File: src/rtl/core/hed_pkg.sv
// Shared types, constants and the named character reference table of the entity decoder.
package hed_pkg;

    localparam int unsigned NAME_COUNT = 39;
    localparam int unsigned NAME_CHARS = 6;
    localparam int unsigned CP_W       = 21;
    localparam int unsigned NAME_IDX_W = $clog2(NAME_COUNT);

    localparam logic [CP_W-1:0] CP_MAX     = 21'h10FFFF;
    localparam logic [CP_W-1:0] CP_REPLACE = 21'h00FFFD;
    localparam logic [CP_W-1:0] CP_LIM1    = 21'h000080;
    localparam logic [CP_W-1:0] CP_LIM2    = 21'h000800;
    localparam logic [CP_W-1:0] CP_LIM3    = 21'h010000;

    // One finished candidate, handed from the parser to the encoder.
    typedef struct packed {
        logic            ok;
        logic [CP_W-1:0] cp;
    } hed_rec_t;

    // Names are right-justified: the last character sits in the low byte.
    localparam logic [8*NAME_CHARS-1:0] NAME_TXT [0:NAME_COUNT-1] = '{
        "AMP",    "COPY",   "GT",     "LT",     "QUOT",   "REG",
        "amp",    "apos",   "bull",   "copy",   "dagger", "deg",
        "ge",     "gt",     "harr",   "hellip", "infin",  "laquo",
        "larr",   "ldquo",  "le",     "lsquo",  "lt",     "mdash",
        "middot", "nbsp",   "ndash",  "ne",     "para",   "plusmn",
        "quot",   "raquo",  "rarr",   "rdquo",  "reg",    "rsquo",
        "sect",   "times",  "trade"
    };

    localparam logic [2:0] NAME_LEN [0:NAME_COUNT-1] = '{
        3'd3, 3'd4, 3'd2, 3'd2, 3'd4, 3'd3,
        3'd3, 3'd4, 3'd4, 3'd4, 3'd6, 3'd3,
        3'd2, 3'd2, 3'd4, 3'd6, 3'd5, 3'd5,
        3'd4, 3'd5, 3'd2, 3'd5, 3'd2, 3'd5,
        3'd6, 3'd4, 3'd5, 3'd2, 3'd4, 3'd6,
        3'd4, 3'd5, 3'd4, 3'd5, 3'd3, 3'd5,
        3'd4, 3'd5, 3'd5
    };

    localparam logic [CP_W-1:0] NAME_CP [0:NAME_COUNT-1] = '{
        21'd38,   21'd169,  21'd62,   21'd60,   21'd34,   21'd174,
        21'd38,   21'd39,   21'd8226, 21'd169,  21'd8224, 21'd176,
        21'd8805, 21'd62,   21'd8596, 21'd8230, 21'd8734, 21'd171,
        21'd8592, 21'd8220, 21'd8804, 21'd8216, 21'd60,   21'd8212,
        21'd183,  21'd160,  21'd8211, 21'd8800, 21'd182,  21'd177,
        21'd34,   21'd187,  21'd8594, 21'd8221, 21'd174,  21'd8217,
        21'd167,  21'd215,  21'd8482
    };

    // Character at position p of name idx; only meaningful for p below the name length.
    function automatic logic [7:0] name_char(input logic [NAME_IDX_W-1:0] idx,
                                             input logic [2:0] p);
        logic [2:0] sel;
        sel = NAME_LEN[idx] - p - 3'd1;
        return NAME_TXT[idx][{sel, 3'b000} +: 8];
    endfunction

endpackage

File: src/rtl/core/hed_front.sv
// Byte parser: classifies each candidate byte and emits one record per candidate.
module hed_front
    import hed_pkg::*;
#(
    parameter int unsigned NAME_LIMIT = 32
)
(
    input  logic        clk,
    input  logic        rst_n,
    input  logic        in_valid,
    output logic        in_stall,
    input  logic [7:0]  in_byte,
    input  logic        is_last,
    input  logic        q_full,
    output logic        push,
    output hed_rec_t    push_rec
);

    localparam int unsigned PW = $clog2(NAME_LIMIT + 1);

    localparam logic [2:0] MODE_AMP   = 3'd0;
    localparam logic [2:0] MODE_BODY0 = 3'd1;
    localparam logic [2:0] MODE_HASH  = 3'd2;
    localparam logic [2:0] MODE_DEC   = 3'd3;
    localparam logic [2:0] MODE_HEX   = 3'd4;
    localparam logic [2:0] MODE_NAME  = 3'd5;
    localparam logic [2:0] MODE_FAIL  = 3'd6;

    localparam logic [NAME_COUNT-1:0] MASK_ALL = {NAME_COUNT{1'b1}};

    logic [2:0]            mode_reg, mode_next;
    logic [PW-1:0]         pos_reg, pos_next;
    logic [CP_W-1:0]       acc_reg, acc_next;
    logic                  seen_reg, seen_next;
    logic [NAME_COUNT-1:0] mask_reg, mask_next;

    logic                  accept;
    logic [NAME_COUNT-1:0] keep;
    logic [NAME_COUNT-1:0] hit;
    logic [CP_W-1:0]       name_cp;
    logic                  is_dec;
    logic                  is_hex;
    logic [3:0]            dig;
    logic [CP_W+3:0]       dec_sum;
    logic [CP_W+3:0]       hex_sum;
    logic                  fin_ok;

    assign in_stall = q_full;
    assign accept   = in_valid && !q_full;

    // Digit classification and the two accumulator candidates.
    always_comb
    begin
        is_dec = in_byte inside {[8'h30:8'h39]};
        is_hex = 1'b1;
        dig    = 4'd0;
        if (is_dec)
        begin
            dig = in_byte[3:0];
        end
        else if (in_byte inside {[8'h61:8'h66], [8'h41:8'h46]})
        begin
            dig = in_byte[3:0] + 4'd9;
        end
        else
        begin
            is_hex = 1'b0;
        end
        dec_sum = (CP_W+4)'(acc_reg) * (CP_W+4)'(10) + (CP_W+4)'(dig);
        hex_sum = {acc_reg, dig};
    end

    // Parallel compare against every table name at the current position.
    always_comb
    begin
        for (int i = 0; i < NAME_COUNT; i++)
        begin
            keep[i] = (pos_reg < PW'(NAME_LEN[i])) && (in_byte != 8'h00)
                      && (name_char(NAME_IDX_W'(i), pos_reg[2:0]) == in_byte);
            hit[i]  = mask_reg[i] && (PW'(NAME_LEN[i]) == pos_reg);
        end
        name_cp = '0;
        for (int i = 0; i < NAME_COUNT; i++)
        begin
            if (hit[i])
            begin
                name_cp = name_cp | NAME_CP[i];
            end
        end
    end

    always_comb
    begin
        fin_ok = 1'b0;
        if (in_byte == 8'h3B)
        begin
            case (mode_reg)
                MODE_DEC:  fin_ok = 1'b1;
                MODE_HEX:  fin_ok = seen_reg;
                MODE_NAME: fin_ok = (pos_reg < PW'(NAME_LIMIT)) && (|hit);
                default:   fin_ok = 1'b0;
            endcase
        end
        push        = accept && is_last;
        push_rec.ok = fin_ok;
        push_rec.cp = (mode_reg == MODE_NAME) ? name_cp : acc_reg;
    end

    // Next state for a non-final byte; the final byte returns everything to reset.
    always_comb
    begin
        mode_next = mode_reg;
        pos_next  = pos_reg;
        acc_next  = acc_reg;
        seen_next = seen_reg;
        mask_next = mask_reg;
        if (accept)
        begin
            if (is_last)
            begin
                mode_next = MODE_AMP;
                pos_next  = '0;
                acc_next  = '0;
                seen_next = 1'b0;
                mask_next = MASK_ALL;
            end
            else
            begin
                if (mode_reg != MODE_AMP && pos_reg < PW'(NAME_LIMIT))
                begin
                    pos_next = pos_reg + PW'(1);
                end
                case (mode_reg)
                    MODE_AMP:
                    begin
                        mode_next = (in_byte == 8'h26) ? MODE_BODY0 : MODE_FAIL;
                    end
                    MODE_BODY0:
                    begin
                        if (in_byte == 8'h23)
                        begin
                            mode_next = MODE_HASH;
                        end
                        else
                        begin
                            mode_next = MODE_NAME;
                            mask_next = mask_reg & keep;
                        end
                    end
                    MODE_HASH:
                    begin
                        if (in_byte == 8'h78 || in_byte == 8'h58)
                        begin
                            mode_next = MODE_HEX;
                        end
                        else if (is_dec)
                        begin
                            mode_next = MODE_DEC;
                            acc_next  = CP_W'(dig);
                        end
                        else
                        begin
                            mode_next = MODE_FAIL;
                        end
                    end
                    MODE_DEC:
                    begin
                        if (is_dec && dec_sum <= (CP_W+4)'(CP_MAX))
                        begin
                            acc_next = dec_sum[CP_W-1:0];
                        end
                        else
                        begin
                            mode_next = MODE_FAIL;
                        end
                    end
                    MODE_HEX:
                    begin
                        if (is_hex)
                        begin
                            seen_next = 1'b1;
                        end
                        if (is_hex && hex_sum <= (CP_W+4)'(CP_MAX))
                        begin
                            acc_next = hex_sum[CP_W-1:0];
                        end
                        else
                        begin
                            mode_next = MODE_FAIL;
                        end
                    end
                    MODE_NAME:
                    begin
                        mask_next = mask_reg & keep;
                    end
                    default:
                    begin
                        mode_next = MODE_FAIL;
                    end
                endcase
                if (mode_next == MODE_FAIL)
                begin
                    acc_next = '0;
                end
            end
        end
    end

    always_ff @(posedge clk or negedge rst_n)
    begin
        if (!rst_n)
        begin
            mode_reg <= MODE_AMP;
            pos_reg  <= '0;
            acc_reg  <= '0;
            seen_reg <= 1'b0;
            mask_reg <= MASK_ALL;
        end
        else
        begin
            mode_reg <= mode_next;
            pos_reg  <= pos_next;
            acc_reg  <= acc_next;
            seen_reg <= seen_next;
            mask_reg <= mask_next;
        end
    end

endmodule

File: src/rtl/core/hed_queue.sv
// Two-entry record queue between the parser and the encoder.
module hed_queue
    import hed_pkg::*;
(
    input  logic     clk,
    input  logic     rst_n,
    input  logic     push,
    input  hed_rec_t push_rec,
    output logic     full,
    input  logic     pop,
    output logic     head_valid,
    output hed_rec_t head_rec
);

    hed_rec_t   slot_reg [0:1];
    logic       wr_ptr_reg, wr_ptr_next;
    logic       rd_ptr_reg, rd_ptr_next;
    logic [1:0] count_reg, count_next;

    assign full       = (count_reg == 2'd2);
    assign head_valid = (count_reg != 2'd0);
    assign head_rec   = slot_reg[rd_ptr_reg];

    always_comb
    begin
        wr_ptr_next = wr_ptr_reg ^ push;
        rd_ptr_next = rd_ptr_reg ^ pop;
        count_next  = count_reg + {1'b0, push} - {1'b0, pop};
    end

    always_ff @(posedge clk)
    begin
        if (push)
        begin
            slot_reg[wr_ptr_reg] <= push_rec;
        end
    end

    always_ff @(posedge clk or negedge rst_n)
    begin
        if (!rst_n)
        begin
            wr_ptr_reg <= 1'b0;
            rd_ptr_reg <= 1'b0;
            count_reg  <= 2'd0;
        end
        else
        begin
            wr_ptr_reg <= wr_ptr_next;
            rd_ptr_reg <= rd_ptr_next;
            count_reg  <= count_next;
        end
    end

endmodule

File: src/rtl/core/hed_back.sv
// UTF-8 encoder with the registered result stage.
module hed_back
    import hed_pkg::*;
(
    input  logic     clk,
    input  logic     rst_n,
    input  logic     head_valid,
    input  hed_rec_t head_rec,
    output logic     pop,
    output logic     out_valid,
    input  logic     out_stall,
    output logic [2:0] byte_count,
    output logic [7:0] utf8_b0,
    output logic [7:0] utf8_b1,
    output logic [7:0] utf8_b2,
    output logic [7:0] utf8_b3
);

    logic            valid_reg, valid_next;
    logic [2:0]      cnt_reg, cnt_next;
    logic [7:0]      b0_reg, b0_next;
    logic [7:0]      b1_reg, b1_next;
    logic [7:0]      b2_reg, b2_next;
    logic [7:0]      b3_reg, b3_next;
    logic [CP_W-1:0] cp;

    assign pop        = head_valid && (!valid_reg || !out_stall);
    assign out_valid  = valid_reg;
    assign byte_count = cnt_reg;
    assign utf8_b0    = b0_reg;
    assign utf8_b1    = b1_reg;
    assign utf8_b2    = b2_reg;
    assign utf8_b3    = b3_reg;

    always_comb
    begin
        cp       = (head_rec.cp == '0) ? CP_REPLACE : head_rec.cp;
        cnt_next = 3'd0;
        b0_next  = 8'h00;
        b1_next  = 8'h00;
        b2_next  = 8'h00;
        b3_next  = 8'h00;
        if (head_rec.ok)
        begin
            if (cp < CP_LIM1)
            begin
                cnt_next = 3'd1;
                b0_next  = cp[7:0];
            end
            else if (cp < CP_LIM2)
            begin
                cnt_next = 3'd2;
                b0_next  = {3'b110, cp[10:6]};
                b1_next  = {2'b10, cp[5:0]};
            end
            else if (cp < CP_LIM3)
            begin
                cnt_next = 3'd3;
                b0_next  = {4'b1110, cp[15:12]};
                b1_next  = {2'b10, cp[11:6]};
                b2_next  = {2'b10, cp[5:0]};
            end
            else
            begin
                cnt_next = 3'd4;
                b0_next  = {5'b11110, cp[20:18]};
                b1_next  = {2'b10, cp[17:12]};
                b2_next  = {2'b10, cp[11:6]};
                b3_next  = {2'b10, cp[5:0]};
            end
        end
        valid_next = pop || (valid_reg && out_stall);
    end

    always_ff @(posedge clk)
    begin
        if (pop)
        begin
            cnt_reg <= cnt_next;
            b0_reg  <= b0_next;
            b1_reg  <= b1_next;
            b2_reg  <= b2_next;
            b3_reg  <= b3_next;
        end
    end

    always_ff @(posedge clk or negedge rst_n)
    begin
        if (!rst_n)
        begin
            valid_reg <= 1'b0;
        end
        else
        begin
            valid_reg <= valid_next;
        end
    end

endmodule

File: src/rtl/core/html_entity_to_utf8_decoder.sv
// HTML character reference decoder: takes one candidate entity a byte per transaction,
// the final byte flagged by is_last, and returns exactly one result transaction per
// candidate holding a UTF-8 byte count (0 = not decodable, pass the text through) and up
// to four bytes, unused bytes zero. Decimal (&#65;) and hex (&#x41;) forms and 39 fixed
// names are understood; values above 0x10FFFF fail, zero maps to U+FFFD, surrogates are
// encoded as-is. One byte is accepted every cycle while the queue is not full: each byte
// needs a single pass through the parser (a constant multiply-add and a parallel compare
// against all names). A result is written into the queue when its final byte is accepted,
// then moves into the output register, and a two-entry queue plus the output register let
// the input keep flowing while a result waits to be taken.
module html_entity_to_utf8_decoder
    import hed_pkg::*;
#(
    parameter int unsigned NAME_LIMIT = 32
)
(
    input  logic       clk,
    input  logic       rst_n,
    input  logic       in_valid,
    output logic       in_stall,
    input  logic [7:0] in_byte,
    input  logic       is_last,
    output logic       out_valid,
    input  logic       out_stall,
    output logic [2:0] byte_count,
    output logic [7:0] utf8_b0,
    output logic [7:0] utf8_b1,
    output logic [7:0] utf8_b2,
    output logic [7:0] utf8_b3
);

    logic     q_full;
    logic     push;
    hed_rec_t push_rec;
    logic     pop;
    logic     head_valid;
    hed_rec_t head_rec;

    // Front: parse bytes, hold per-candidate state, push one record at the final byte.
    hed_front #(
        .NAME_LIMIT (NAME_LIMIT)
    ) u_front (
        .clk      (clk),
        .rst_n    (rst_n),
        .in_valid (in_valid),
        .in_stall (in_stall),
        .in_byte  (in_byte),
        .is_last  (is_last),
        .q_full   (q_full),
        .push     (push),
        .push_rec (push_rec)
    );

    // Queue: decouple the parser from a stalled output.
    hed_queue u_queue (
        .clk        (clk),
        .rst_n      (rst_n),
        .push       (push),
        .push_rec   (push_rec),
        .full       (q_full),
        .pop        (pop),
        .head_valid (head_valid),
        .head_rec   (head_rec)
    );

    // Back: encode the code point and hold it until the transaction completes.
    hed_back u_back (
        .clk        (clk),
        .rst_n      (rst_n),
        .head_valid (head_valid),
        .head_rec   (head_rec),
        .pop        (pop),
        .out_valid  (out_valid),
        .out_stall  (out_stall),
        .byte_count (byte_count),
        .utf8_b0    (utf8_b0),
        .utf8_b1    (utf8_b1),
        .utf8_b2    (utf8_b2),
        .utf8_b3    (utf8_b3)
    );

endmodule
File: config.mk
export PLATFORM = sky130hd
export DESIGN_NAME = html_entity_to_utf8_decoder
export DESIGN_NICKNAME = d
export VERILOG_FILES = /design/src/rtl/core/hed_pkg.sv /design/src/rtl/core/hed_front.sv /design/src/rtl/core/hed_queue.sv /design/src/rtl/core/hed_back.sv /design/src/rtl/core/html_entity_to_utf8_decoder.sv
export SDC_FILE = /design/constraint.sdc
export NUM_CORES = 1
export LEC_CHECK = 0
export BUFFER_PORTS_ARGS = -buffer_cell sky130_fd_sc_hd__buf_2
export CAP_MARGIN = 40
export CORE_ASPECT_RATIO = 1.4
export CORE_MARGIN = 8
export CORE_UTILIZATION = 63
export CTS_BUF_LIST = sky130_fd_sc_hd__clkbuf_16
export DETAILED_ROUTE_END_ITERATION = 10
export GPL_ROUTABILITY_DRIVEN = 0
export PLACE_DENSITY = 0.77
export SETUP_SLACK_MARGIN = 0.05
export SLEW_MARGIN = 15
export SYNTH_ARGS = -nofsm -noshare
export SYNTH_HDL_FRONTEND = slang
export SYNTH_SLANG_ARGS = --single-unit
File: constraint.sdc
create_clock -name clk -period 5.4 [get_ports clk]
set_input_delay 0.54 -clock clk [delete_from_list [all_inputs] [get_ports clk]]
set_output_delay 0.54 -clock clk [all_outputs]
set_load 0.005 [all_outputs]
==> summary.txt <==
status - finished clean
Synth Instances - 1332
final hold vios - 0
most common cell after layout, fill and taps aside - nand2_1
pin count of the biggest net entering global routing - 61
Residual DRC - 0
WL/cell - 21.1 µm
Mapped Area - 11600 µm²
Pleak - 4.91 nW
Net Sw Power - 2.19 mW
antenna violations before repair - 0
Gate power share - 46.0%
Ports - 50
most frequent cells in the layout - 158 x nand2_1, 131 x nor2_1, 101 x o21ai_0, 75 x edfxtp_1, 69 x a21oi_1
first-pass GRT wire length - 53000 µm
Detailed Route WL - 33400 µm
clk_skew - 0.0108 ns
Die H - 176 µm
Final min period - 4.76 ns
Seq/Total Area, Yosys - 36.0%
GR Overflow Total - 0
clock latency on the worst-skew pair - 0.43 ns
# setup viols final - 0
RSZ-0062 raised after global routing - no
# resized after CTS - 0
Setup TNS - 0 ns
utilization after layout - 70.0%
core area - 18000 µm²
Max IR drop VDD - 0.381 mV
fin area - 12600 µm²
highest clock rate - 210 MHz
main flop type after synthesis - edfxtp_1
Final Hold Slack - 0.348 ns
Pwr Density - 412 nW/µm²
Ys Warns - 0
die area - 23100 µm²
share of cells above drive strength 1 - 14.9%
clock buffer depth - 2
startpoint types - register
slew margin rel. - 38.7%
Post-synth ARST share - 50.0%
TritonCTS clock tree - yes
Clock power frac - 22.5%
Pint - 3.00 mW
clk sinks - 150
Initial DRC Count - 929
final period utilization - 88.2%
total CTS buffers - 17
max reg flops - 44
EDFF count, synth - 75
crit path max fanout - 14
Least-Margin Pin Slew - 0.894 ns
clock root buffer - clkbuf_16
# diodes - 0
Max-cap violations - 0
router iterations before antenna repair - 6
Post-DP Area - 12000 µm²
HPWL after DPL - 24600 µm
Seq pwr share - 31.6%
port bufs - 46
FF+latch count, synth - 150
Clock transition at path regs - 0.06 ns
CP Class - reg2reg
Hold Path Class - in2reg
Nets - 1410
Die W - 131 µm
vias - 10400
Initial Utilization - 64.4%
all-layer global routing usage - 29.5%
Fillers - 1470
Arr. time, crit path - 5.09 ns
row count - 58
via/cell ratio - 6.57
Net Sw Frac - 42.2%
Final Max Slew Viols - 0
synthesized area per cell - 8.70 µm²
kind of end point of the critical path - register
Netlist cell types - 87
Area growth, synth to finish - 8.71%
H-tree depth - 4
number of global-route vias before repair - 10200
Final ANT Viol Nets - 0
Crit path required time - 5.73 ns
-- per-stage QoR --
step / instances / worst slack (ns) / total power [mW]
after floorplan: 1334 / 0.253 / 3.30
after global placement: 1545 / 0.407 / 3.90
after detailed placement: 1549 / 0.291 / 3.98
after CTS: 1582 / 0.654 / 5.15
after global routing: 1583 / 0.285 / 5.47
final: 1583 / 0.637 / 5.19
-- timing repair --
item | CTS | global route
setup buffers | 0 | 0
hold endpoints to repair | 4 | 0
hold buffers | 1 | 0
-- cell usage after synthesis, drive strengths merged, types with 6 or more instances --
cell type,number,area share [%]
clkbuf,71,2.3
nor2b,16,0.86
dfrtp,36,7.8
xnor2,58,4.4
dfstp,39,8.8
nand2b,9,0.49
or2,12,0.69
nand4b,7,0.53
nand3,34,1.5
nor3,38,1.7
nand4,17,0.92
o22ai,7,0.38
mux2,7,0.68
or3,6,0.32
mux2i,22,1.9
o21a,6,0.39
o32a,7,0.60
a22oi,22,1.4
a221oi,6,0.45
a31oi,23,1.2
buf,27,1.3
and2,18,0.97
o211ai,13,0.84
inv,35,1.1
nor2,131,4.2
a21o,8,0.52
o21ai,106,4.6
o31ai,26,2.5
and3,8,0.43
xor2,31,2.3
a21oi,70,3.0
nor4,18,1.3
edfxtp,75,19
or4,6,0.42
nand2,158,5.1
ha,65,7.0
a211oi,17,1.2
-- worst max-delay path: stages (launching register included) --
cell,delay (ns)
dfrtp_1,0.52
ha_1,0.29
ha_1,0.23
fa_1,0.42
a211oi_2,0.31
o21ai_1,0.25
a21oi_1,0.35
xnor2_1,0.27
nand4b_1,0.28
or2_4,0.36
nor4_4,0.22
mux2i_1,0.39
a41oi_4,0.31
buf_12,0.25
o31ai_2,0.22
-- layout make-up --
class / instances / area (µm²) / area share, %
repair buffers: 75 / 518 / 4.11
multi-input cells: 1049 / 6890 / 54.6
inverters: 37 / 139 / 1.10
clock buffers: 17 / 425 / 3.38
flip-flops and latches: 150 / 4180 / 33.2
clock inverters: 15 / 155 / 1.23
well taps: 240 / 300 / 2.38
-- power by group through the flow --
stage	Combinational, mW	Clock [mW]	Sequential (mW)
2_1_floorplan	1.69	0	1.61
3_3_place_gp	2.25	0	1.65
3_5_place_dp	2.33	0	1.66
4_1_cts	2.34	1.17	1.64
5_1_grt	2.59	1.21	1.66
6_report	2.38	1.17	1.64
-- layer usage --
metal	global-route usage [%]	share of wire, %	vias up	wire length [µm]
met1	31.5	36	4882	11900
met3	4.44	5.9	159	1970
met2	51.7	51	505	17000
met5	0	0	-	0
li1	-	-	4856	-
met4	21.1	7.6	0	2520
-- cells by family (layout without fill, tap and decap cells) --
group,Yosys count,in the layout,synth area share [%]
compound gates,364,364,21.5
xor+xnor,90,90,6.92
fa+ha+maj,67,67,7.36
buf+inv,135,144,4.79
flops,150,150,36.0
mux,29,29,2.58
other cells,1,3,0.0324
simple gates,496,496,20.8
-- path summary, 6_finish.rpt --
kind / from / to / slack [ns] / cells after the start
min: out_stall / u_back.out_valid$_DFF_PN0_ / 0.35 / 3
max in group asynchronous: rst_n / u_front.mask_reg[24]$_DFFE_PN1P_ / 4.27 / 3
max reg2reg: u_front.acc_reg[3]$_DFFE_PN0P_ / u_front.acc_reg[8]$_DFFE_PN0P_ / 0.64 / 14
min in group asynchronous: rst_n / u_queue.count_reg[0]$_DFF_PN0_ / 0.52 / 2
max: u_front.acc_reg[3]$_DFFE_PN0P_ / u_front.acc_reg[8]$_DFFE_PN0P_ / 0.64 / 14
min reg2reg: u_front.mask_reg[0]$_DFFE_PN1P_ / u_front.mask_reg[0]$_DFFE_PN1P_ / 0.48 / 2
(Power assumes the default switching activity.)
